--- config.mk ---
export PLATFORM = sky130hd
export DESIGN_NAME = cpf_sqrt
export DESIGN_NICKNAME = d
export VERILOG_FILES = /design/src/hdl/cutoff_polynomial_pair_force_core_macros.svh /design/src/hdl/cpf_pkg.sv /design/src/hdl/cpf_sqrt.sv
export SDC_FILE = /design/constraint.sdc
export NUM_CORES = 2
export LEC_CHECK = 0
export ABC_AREA = 0
export BUFFER_PORTS_ARGS = -buffer_cell sky130_fd_sc_hd__buf_2
export CELL_PAD_IN_SITES_DETAIL_PLACEMENT = 1
export CELL_PAD_IN_SITES_GLOBAL_PLACEMENT = 2
export CORE_MARGIN = 5
export CORE_UTILIZATION = 51
export CTS_CLUSTER_SIZE = 25
export DETAILED_ROUTE_END_ITERATION = 8
export HOLD_SLACK_MARGIN = 0.12
export PLACE_DENSITY = 0.89
export SLEW_MARGIN = 30
export SYNTH_ARGS = -nofsm -noshare
export SYNTH_HDL_FRONTEND = slang
export SYNTH_SLANG_ARGS = --single-unit
--- constraint.sdc ---
create_clock -name i_clk -period 5.05 [get_ports i_clk]
set_input_delay 0 -clock i_clk [delete_from_list [all_inputs] [get_ports i_clk]]
set_output_delay 0 -clock i_clk [all_outputs]
set_load 0.05 [all_outputs]
--- src/hdl/cutoff_polynomial_pair_force_core_macros.svh ---
// assertion macros for the cutoff pair force core
// included by modules that carry concurrent assertions; no other dependencies
`ifndef CUTOFF_POLYNOMIAL_PAIR_FORCE_CORE_MACROS_SVH
`define CUTOFF_POLYNOMIAL_PAIR_FORCE_CORE_MACROS_SVH
`ifndef SYNTH
`define CPF_ASSERT(lbl, clk, rst_n, prop) \
    lbl: assert property (@(posedge clk) disable iff (!rst_n) prop) \
        else $error("cpf assertion failed");
`define CPF_ASSERT_ALWAYS(lbl, clk, prop) \
    lbl: assert property (@(posedge clk) prop) \
        else $error("cpf assertion failed during or after reset");
`else
`define CPF_ASSERT(lbl, clk, rst_n, prop)
`define CPF_ASSERT_ALWAYS(lbl, clk, prop)
`endif
`endif

--- src/hdl/cpf_pkg.sv ---
// shared widths, coefficients and types for the cutoff pair force core
// no dependencies
package cpf_pkg;

    localparam int COEF_BITS     = 24;
    localparam int FRAC_BITS_DEF = 16;
    localparam int DISP_W        = 24;
    localparam int FORCE_W       = 32;
    localparam int CUT_W         = 20;
    localparam int SQ_W          = 2 * DISP_W - 1;
    localparam int SUM_W         = SQ_W + 2;
    localparam int RAD_W         = 2 * CUT_W;
    localparam int R_W           = RAD_W / 2;
    localparam int ACC_W         = 44;
    localparam int N_POLY        = 8;
    localparam int N_LANE        = 3;
    localparam int NUM_W         = 63;
    localparam int Q_W           = 32;

    localparam logic [CUT_W-1:0] CUTOFF_RESET = CUT_W'(229376);

    typedef logic signed [ACC_W-1:0] t_acc;

    localparam t_acc ACC_LIM = 44'sd4398046511104;

    // fitted force polynomial, 24 fraction bits, index is the power of r
    localparam t_acc POLY_COEF [N_POLY] = '{
        -44'sd82951312580,
        44'sd188225264026,
        -44'sd181403648000,
        44'sd96047045018,
        -44'sd30111243960,
        44'sd5582350189,
        -44'sd566328348,
        44'sd24251130
    };

    localparam logic signed [FORCE_W-1:0] FORCE_MAX = 32'sh7fffffff;
    localparam logic signed [FORCE_W-1:0] FORCE_MIN = 32'sh80000000;

    typedef struct packed {
        logic                     in_cut;
        logic signed [DISP_W-1:0] dx;
        logic signed [DISP_W-1:0] dy;
        logic signed [DISP_W-1:0] dz;
    } t_geo;

    typedef struct packed {
        t_geo           geo;
        logic [R_W-1:0] r;
    } t_poly_tag;

    typedef struct packed {
        logic in_cut;
        logic poly_sat;
    } t_div_tag;

    typedef struct packed {
        logic signed [FORCE_W-1:0] force_x;
        logic signed [FORCE_W-1:0] force_y;
        logic signed [FORCE_W-1:0] force_z;
        logic                      in_cut;
        logic                      sat;
    } t_result;

endpackage

--- src/hdl/cpf_sqrt.sv ---
// pipelined integer square root, one result bit per stage
// depends on cpf_pkg
module cpf_sqrt (
    input  logic                      i_clk,
    input  logic                      i_rst_n,
    input  logic                      i_en,
    input  logic                      i_valid,
    input  logic [cpf_pkg::RAD_W-1:0] i_rad,
    input  cpf_pkg::t_geo             i_tag,
    output logic                      o_valid,
    output logic [cpf_pkg::R_W-1:0]   o_root,
    output cpf_pkg::t_geo             o_tag
);
    import cpf_pkg::*;

    localparam int REM_W = R_W + 2;

    logic             r_v    [R_W];
    logic [REM_W-1:0] r_rem  [R_W];
    logic [R_W-1:0]   r_root [R_W];
    logic [RAD_W-1:0] r_rad  [R_W];
    t_geo             r_tag  [R_W];

    for (genvar k = 0; k < R_W; k++) begin : g_step
        logic             p_v;
        logic [REM_W-1:0] p_rem;
        logic [R_W-1:0]   p_root;
        logic [RAD_W-1:0] p_rad;
        t_geo             p_tag;
        logic [REM_W-1:0] n_t;
        logic [REM_W-1:0] n_trial;

        if (k == 0) begin : g_first
            assign p_v    = i_valid;
            assign p_rem  = '0;
            assign p_root = '0;
            assign p_rad  = i_rad;
            assign p_tag  = i_tag;
        end else begin : g_next
            assign p_v    = r_v[k-1];
            assign p_rem  = r_rem[k-1];
            assign p_root = r_root[k-1];
            assign p_rad  = r_rad[k-1];
            assign p_tag  = r_tag[k-1];
        end

        // bring down the next two radicand bits, try root*4+1
        assign n_t     = {p_rem[R_W-1:0], p_rad[RAD_W-1 -: 2]};
        assign n_trial = {p_root, 2'b01};

        always_ff @(posedge i_clk) begin
            if (!i_rst_n) begin
                r_v[k] <= 1'b0;
            end else if (i_en) begin
                r_v[k] <= p_v;
            end
            if (i_en) begin
                r_rad[k] <= {p_rad[RAD_W-3:0], 2'b00};
                r_tag[k] <= p_tag;
                if (n_t >= n_trial) begin
                    r_rem[k]  <= n_t - n_trial;
                    r_root[k] <= {p_root[R_W-2:0], 1'b1};
                end else begin
                    r_rem[k]  <= n_t;
                    r_root[k] <= {p_root[R_W-2:0], 1'b0};
                end
            end
        end
    end

    assign o_valid = r_v[R_W-1];
    assign o_root  = r_root[R_W-1];
    assign o_tag   = r_tag[R_W-1];

endmodule

# Yosys cells after proc, flatten, opt, wreduce, memory -nomap -nowiden
# Memories as Yosys holds them, arrays and structs flattened.
# Index checks and enable logic that the tools add are counted.
# Widths: inputs -> output; s select.
op_classes:
  addsub: 20
  magnitude_cmp: 20
  muxes: 185
  bitwise_logic: 60
ops:
  columns: ["op", "count"]
  rows:
  - ["$mux 22", 20]
  - ["$ge 22x22->1", 19]
  - ["$sub 22x22->22", 19]
  - ["$mux 20", 20]
  - ["$mux 1", 145]
  - ["$or 1x1->1", 60]
  - ["$sub 2x1->3 const B", 1]
  - ["$ge 2x1->1 const B", 1]
word_totals:
  reg_bits: 0
  mem_bits_rw: 3080
  input_bits: 117
  out_inout_bits: 94
  word_cells: 290
  n_memories: 5
mem_list:
  columns: ["memory", "depth", "width", "read_ports", "rd_ports_with_merged_regs", "wr", "line", "source"]
  rows:
  - ["r_tag", 20, 73, 20, 0, 20, "cpf_sqrt.sv:22", "t_geo r_tag [R_W];"]
  - ["r_rad", 20, 38, 19, 0, 20, "cpf_sqrt.sv:21", "logic [RAD_W-1:0] r_rad [R_W];"]
  - ["r_rem", 20, 22, 19, 0, 20, "cpf_sqrt.sv:19", "logic [REM_W-1:0] r_rem [R_W];"]
  - ["r_root", 20, 20, 20, 0, 20, "cpf_sqrt.sv:20", "logic [R_W-1:0] r_root [R_W];"]
  - ["r_v", 20, 1, 20, 0, 20, "cpf_sqrt.sv:18", "logic r_v [R_W];"]

# Depth between registers and ports, before layout
# An unclocked memory read counts as a cell.
logic_depth:
  ltp_word: 6
  ltp_mapped: 13
  mapped_depth_nobuf: 11

# Least setup slack after synthesis
# Ideal clock, no wire load.
synth_path:
  path_type: "register to register"
  startpoint: "mem r_rem[4][22] in the netlist's numbering"
  endpoint: "mem r_rem[5][7] in the netlist's numbering, data pin"
  setup_time_ns: 0.260
  arrival_ns: 2.463
  t_required_ns: 4.790
  setup_slack_ns: 2.328
  stages_incl_launch_ff: 9
  n_path_buf: 1
  synth_period_minus_slack_ns: 2.722
  cell_sequence: "edfxtp_1 > ha_1 > nor2b_1 > o31a_1 > o21ai_1 > a211oi_1 > nor3_1 > buf_2 > mux2_2"
synth_lines:
  columns: ["item", "line"]
  rows:
  - ["from (decl)", "cpf_sqrt.sv:19"]

==> reports/results.tsv <==
metric	value	unit
place_congestion	0.847	
synth-main-ff-cell	edfxtp_1	
hpwl	98100	um
clock_latency	860	ps
fin_util	0.594	
syn_area	88900	um^2
cts_setup_buffers	0	
cap_violations	0	
portBuffers	210	
hold_end	r_v[3][0]	
synth_edf_count	2425	
stdcell_count	8107	
ir_worst_vdd	0.358	mV
layout-drive-gt1-share	0.114	
dieArea	183000	um^2
yosys_warnings	0	
grt_usage	0.180	
end_kind	flop	
hold_depth	3	
antenna_found_initial	1	
clockBufferDepth	3	
slowest_stage	buf_12	
die_x	427	um
p_leak	37.2	nW
avgSynthCellArea	17.9	um^2
synthDistinctLibCells	84	
fin_crit	3780	ps
maxSlewViolCount	0	
numCtsBuffers	231	
synth_seq_area_share	0.820	
syn-instance-count	4952	
placed_cells	7436	
core-area	174000	um^2
syn_nets	5301	
drc	0	
rsz0062_at_grt	no	
crit_path_max_incr_delay	690	ps
synth_top_cell_area_share	0.819	
grt_busiest_layer	met2	
synth.largest_area_cell	edfxtp_1	
grt_max_degree	206	
htree_levels	4	
syn2layout_area_growth	16.0	%
grtUsageMet3	0.0296	
drt_first_pass_iters	7	
cts_tree	done	
reg2reg_depth	8	
crit_fanout	161	
cp_common_cell	dlygate4sd3_1	
wl	162000	um
vias	42000	
clock-root-buffer	clkbuf_16	
hold_viol	0	
setup_viol_count_final	0	
ant_nets	0	
io_pins	211	
finClkSkew	50.0	ps
p_per_area	453	nW/um^2
max_freq	265	MHz
grtUsageMet2	0.340	
r2r_start	r_rem[0][22]	
worst_slew_pin_slew	983	ps
critPathArrivalTime	4380	ps
synthArstFlopShare	0	
hold_path_class	in2reg	
layout.nets	5932	
diodes	0	
clkTransAtPathRegs	60	ps
reg2reg_to	r_rem[1][13]	
outcome	completed	
cp-startpoint	i_en	
grt_pass1_vias	45400	
synthTopCellsByArea	edfxtp_1 (82%), ha_1 (3.3%), xnor2_1 (1.4%), xor2_1 (1.3%), inv_1 (1.2%)	
synth_common_cells	edfxtp_1 (2425), inv_1 (278), nand2_1 (241)	
rrSetupSlack	1620	ps
vias_per_cell	5.18	
yosysMostFrequentCell	edfxtp_1	
dieHeight	427	um
fin_crit_sh	0.748	
fin_tns_setup	0	ps
synth-seq-cells	2427	
rows	153	
start_util	0.512	
crit_chain	dlygate4sd3_1 -> dlygate4sd3_1 -> buf_12 -> buf_12 -> buf_12 -> nand2_1 -> nor2_1 -> dlygate4sd3_1 -> a21oi_1 -> dlygate4sd3_1	
first_iter_violations	2501	
gr-usage-met1	0.211	
cts_sinks	2427	
hold_start	i_rst_n	
path_class	in2reg	
grt_pass1_wl	258000	um
cp-start-kind	input pin	
maxSlewHeadroom	0.336	
grt-ovfl-total	0	
wire_per_inst	20.0	um
cp.required	5660	ps
-- power by group --
part | switching [mW] | leakage, nW | internal, mW | total [mW]
Sequential | 0.774 | 23.6 | 24.1 | 24.9
Combinational | 2.58 | 9.83 | 1.71 | 4.29
Clock | 7.52 | 3.75 | 9.98 | 17.5
-- stage by stage --
step	cell area (um^2)	power [mW]	setup WS [ps]	hold WS (ps)
6_report	103000	46.7	1270	259
5_1_grt	103000	49.0	1110	230
4_1_cts	103000	47.1	1390	158
3_5_place_dp	92900	29.5	1530	178
3_3_place_gp	92900	29.2	1530	176
2_1_floorplan	88900	27.8	2330	98.9
-- worst max path at each step --
stage                              end  slack [ps]  cells after the start
final                      r_rem[0][1]        1270                     10
after global routing       r_rem[0][1]        1110                     10
after CTS                  r_rem[0][1]        1390                     10
after detailed placement   r_rem[9][1]        1530                      8
after global placement    r_rem[8][39]        1530                      8
after floorplan            r_rem[5][7]        2330                      8
-- sequential cells by signal (all words and copies together), names as in the netlist --
signal	cells
r_rad	380
r_rem	357
r_root	210
r_tag	1460
r_v	20
-- critical path: cells and delay by family --
kind | cells | cell delay (ps)
buf+inv | 7 | 3700
compound gates | 1 | 40
simple gates | 2 | 390
-- final cells by class --
class	count	area, um^2
Sequential cell	2427	72900
Fill cell	15500	70600
Multi-Input combinational cell	2158	14700
Clock buffer	267	5970
Timing Repair Buffer	485	3870
Tap cell	2325	2910
Clock inverter	165	1760
Inverter	280	1050
-- cells in the final DEF, fill, tap and decap left out, types with 12 or more instances in the layout --
cell	instances
buf_2	209
mux2i_1	12
edfxtp_1	2425
nand3b_1	14
nand2b_1	45
xnor2_1	139
or3_1	37
mux2_2	27
o21ai_0	208
clkinv_2	43
a21o_1	61
dlygate4sd3_1	236
a211oi_1	27
o31ai_1	17
and3_1	34
clkbuf_1	32
nor3_1	67
a21oi_1	205
or4_1	13
nand4_1	29
o21a_1	59
nor2_1	222
bufinv_16	29
o211ai_1	21
inv_1	278
nand2_1	241
a31oi_1	16
ha_1	232
clkinv_1	62
xor2_1	134
buf_4	22
nand3_1	51
nor2b_1	33
clkbuf_16	232
nor4_1	44
-- layer usage --
metal	share of wire	vias up	wire length, um
li1	-	20100	-
met1	0.39	21000	63100
met2	0.56	595	90300
met3	0.031	258	4970
met4	0.024	0	3970
met5	0	-	0
-- logic make-up (layout without fill, tap and decap cells) --
| logic type | count (synthesis) | in the layout | synth area share |
|---|---|---|---|
| flip-flops | 2427 | 2427 | 0.820 |
| AND/OR/NAND/NOR | 897 | 897 | 0.0503 |
| AO/OA/AOI/OAI | 717 | 717 | 0.0499 |
| buffers and inverters | 367 | 1197 | 0.0157 |
| XOR/XNOR | 273 | 273 | 0.0269 |
| adder cells (fa/ha/maj) | 232 | 232 | 0.0327 |
| multiplexers | 39 | 39 | 0.00477 |
-- what timing repair did --
item / in CTS / in global routing
hold endpoints to repair: 842 / 0
gates resized for setup: 0 / 0
hold buffers: 236 / 0
Note: power is estimated with default switching activity, not from simulation.
